**src/rtl/core/sfwb_queue.sv**
```systemverilog
// ----------------------------------------------------------------------------
// sfwb_queue
// Two-entry command queue between the input side and the executor.
// ----------------------------------------------------------------------------
module sfwb_queue #(
  parameter int WIDTH = 162
) (
  input  logic             clk,
  input  logic             rst,
  input  logic             push,
  input  logic [WIDTH-1:0] din,
  output logic             full,
  input  logic             pop,
  output logic             valid,
  output logic [WIDTH-1:0] dout
);

  logic [WIDTH-1:0] slots [2];
  logic             wr_ptr;
  logic             rd_ptr;
  logic [1:0]       fill;
  logic             do_push;
  logic             do_pop;

  assign full    = (fill == 2'd2);
  assign valid   = (fill != 2'd0);
  assign do_push = push && !full;
  assign do_pop  = pop && valid;
  assign dout    = slots[rd_ptr];

  always_ff @(posedge clk) begin
    if (do_push) begin
      slots[wr_ptr] <= din;
    end
  end

  always_ff @(posedge clk) begin
    if (rst) begin
      wr_ptr <= 1'b0;
      rd_ptr <= 1'b0;
      fill   <= 2'd0;
    end else begin
      if (do_push) begin
        wr_ptr <= ~wr_ptr;
      end
      if (do_pop) begin
        rd_ptr <= ~rd_ptr;
      end
      fill <= fill + {1'b0, do_push} - {1'b0, do_pop};
    end
  end

endmodule

```
**config.mk**
```make
export PLATFORM = sky130hd
export DESIGN_NAME = sfwb_queue
export DESIGN_NICKNAME = d
export VERILOG_FILES = /design/src/rtl/core/sfwb_queue.sv
export SDC_FILE = /design/constraint.sdc
export NUM_CORES = 1
export LEC_CHECK = 0
export ABC_AREA = 0
export BUFFER_PORTS_ARGS = -buffer_cell sky130_fd_sc_hd__buf_2
export CAP_MARGIN = 25
export CORE_MARGIN = 2
export CORE_UTILIZATION = 47
export DETAILED_ROUTE_END_ITERATION = 8
export HOLD_SLACK_MARGIN = 0.06
export PLACE_DENSITY = 0.83
export REMOVE_ABC_BUFFERS = 1
export SKIP_CTS_REPAIR_TIMING = 1
export SYNTH_ARGS = -nofsm -noshare
export SYNTH_HDL_FRONTEND = slang
export SYNTH_SLANG_ARGS = --single-unit
```
**constraint.sdc**
```tcl
create_clock -name clk -period 4.9 [get_ports clk]
set_input_delay 0 -clock clk [delete_from_list [all_inputs] [get_ports clk]]
set_output_delay 0 -clock clk [all_outputs]
set_load 0.02 [all_outputs]
```
==> results_dict.tcl <==
set metrics [dict create \
    antenna_found_initial 2 \
    dp_hpwl_um 15000 \
    yosysWarnings 0 \
    avgSynthCellArea_um2 23.1 \
    cp_num_buf_inv 3 \
    fin_skew_ns 0.00738 \
    final.setup.tns_ns 0 \
    ir_drop_v 0.000418 \
    synth.distinct_cells 20 \
    synth_compound_area_frac 0.00143 \
    synthSimpleGateAreaFrac 0.00378 \
    cts_tree "built" \
    holdCritPathClass "in -> reg" \
    route.detailed.drc 0 \
    die-height_um 165 \
    synth_top_family_by_area "multiplexers" \
    seq_power_share 0.436 \
    worst-path-max-fanout 93 \
    worst_slew_pin_slew_ns 0.995 \
    numCtsBuffers 34 \
    p_leak_nw 6.58 \
    setup.worst_path.class "reg -> reg" \
    synth_area_um2 12200 \
    syn_to_final_growth_pct 38.6 \
    synthAdderAreaFrac 0.00204 \
    slowest_delay_ns 0.66 \
    die_w_um 165 \
    finalMaxSlewViolations 0 \
    finalSetupViolations 0 \
    synthMuxAreaShare 0.174 \
    crit_path_top_delay_cell "inv_6" \
    grt_pass1_vias 6200 \
    start_util 0.474 \
    status "finished, final reports clean" \
    vias 6829 \
    comb_power_share 0.271 \
    end_kind "flip-flop" \
    power-per-cell-area_nw_per_um2 490 \
    vias_per_cell 4.84 \
    cap_violations 0 \
    track_usage 0.157 \
    syn_inst 530 \
    p_clk_frac 0.293 \
    cts_sinks 329 \
    max_slew_margin 0.337 \
    wl_um 26900 \
    crit_family "buffers and inverters" \
    synthXorXnorAreaFrac 0.00215 \
    grt_max_degree 95 \
    cts_buffer_depth 3 \
    min_period_over_period 0.552 \
    port_buffers 329 \
    yosysSeqAreaShare 0.803 \
    postLayoutSetupSlackWorst_ns 2.19 \
    ant_nets 0 \
    place_congestion 0.727 \
    arrival_ns 2.84 \
    synth-seq-cells 329 \
    core_area_um2 25800 \
    clkTransAtPathRegs_ns 0.06 \
    hold_viol 0 \
    fillers 1726 \
    swShare 0.289 \
    drt_first_pass_iters 4 \
    die-area_um2 27300 \
    io_pins 330 \
    crit_path_cell_trace "nand2b_1 > inv_1 > or3_1 > inv_6 > buf_4" \
    grt_pass1_wl_um 32500 \
    cts_max_level 2 \
    cts-root-buf "clkbuf_16" \
    mostFrequentLayoutCells "buf_2, edfxtp_1, dlygate4sd3_1" \
    drive_above_1_share 0.510 \
    rsz0062_at_grt "no" \
    p_sw_mw 2.40 \
    layout_commonest_cell "buf_2" \
    fin_crit_ns 2.71 \
    power.internal_mw 5.90 \
    num_rows 59 \
    wl_per_cell_um 19.0 \
    overflow 0 \
    critPathLaunchType "flip-flop" \
    clk_latency_ns 0.50 \
    clock.fmax_ghz 0.369 \
    crit_required_ns 5.03 \
    drtIter0Drc 484 \
    place_ws_ns 2.22 \
    finalNetCount 1217 \
]
registers in the layout (all words and copies together), names as in the netlist, named ones only:
name / count
slots: 324
fill: 2
rd_ptr: 1
wr_ptr: 1
synthesized netlist by cell type:
library cell	n	area (µm²)
nand2_1	1	3.75
nand2b_1	1	6.26
o21a_1	1	7.51
a21oi_1	1	5.00
buf_6	10	113
or3_1	1	6.26
ha_1	2	25.0
buf_2	8	40.0
o21ai_0	1	5.00
edfxtp_1	324	9730
or2_2	1	6.26
inv_1	4	15.0
mux2_4	80	1200
nor2_1	3	11.3
nor2b_1	1	6.26
dfxtp_1	5	100
xnor2_1	2	17.5
mux2_2	82	923
xor2_1	1	8.76
and3_1	1	6.26
through the flow:
step,total power [mW],std cells,util,instance area [µm²],hold WS (ns)
after global routing,8.62,1412,0.657,17000,0.214
after global placement,5.75,1182,0.551,14200,0.187
after CTS,8.23,1244,0.592,15300,-0.336
after detailed placement,5.80,1182,0.551,14200,0.191
after floorplan,5.32,512,-,12100,0.0691
final,8.30,1412,0.657,17000,0.229
worst register-to-register path, delay by kind of cell (launching register included):
family | cells | cell delay (ns)
buf+inv | 3 | 1.35
flops | 1 | 0.38
simple gates | 2 | 0.60
layer usage:
| metal | share of wire | vias to the layer above | global-route usage |
|---|---|---|---|
| met4 | 0.023 | 0 | 0.0619 |
| li1 | - | 3149 | - |
| met1 | 0.36 | 3361 | 0.183 |
| met2 | 0.55 | 272 | 0.277 |
| met5 | 0 | - | 0 |
| met3 | 0.064 | 47 | 0.0422 |
power by group through the flow:
stage	Combinational [mW]	Clock, mW	Sequential [mW]
floorplan	1.51	0	3.81
global placement	2.10	0	3.65
detailed placement	2.12	0	3.68
CTS	2.14	2.48	3.62
global route	2.38	2.59	3.65
finish	2.25	2.44	3.62
cell families after synthesis:
kind of cell	after synthesis
compound gates	3
xor+xnor	3
fa+ha+maj	2
buf+inv	22
flops	329
mux	162
simple gates	9
area by class of cell:
cell class | instances | area (µm²) | share of cell area
Sequential cell | 329 | 9830 | 0.580
Timing Repair Buffer | 501 | 3380 | 0.199
Multi-Input combinational cell | 179 | 2240 | 0.132
Clock buffer | 43 | 948 | 0.0559
Tap cell | 335 | 419 | 0.0247
Clock inverter | 19 | 116 | 0.00686
Inverter | 4 | 20.0 | 0.00118
Antenna cell | 2 | 5.00 | 0.000295
worst paths after layout:
kind | startpoint | to | slack (ns) | cells after the start
max | fill[0]$_SDFF_PP0_ | slots[0][152]$_DFFE_PP_ | 2.19 | 5
min | din[55] | slots[0][55]$_DFFE_PP_ | 0.23 | 2
max reg2reg | fill[0]$_SDFF_PP0_ | slots[0][152]$_DFFE_PP_ | 2.19 | 5
min reg2reg | rd_ptr$_SDFFE_PP0P_ | rd_ptr$_SDFFE_PP0P_ | 0.52 | 2
(Power assumes the default switching activity.)
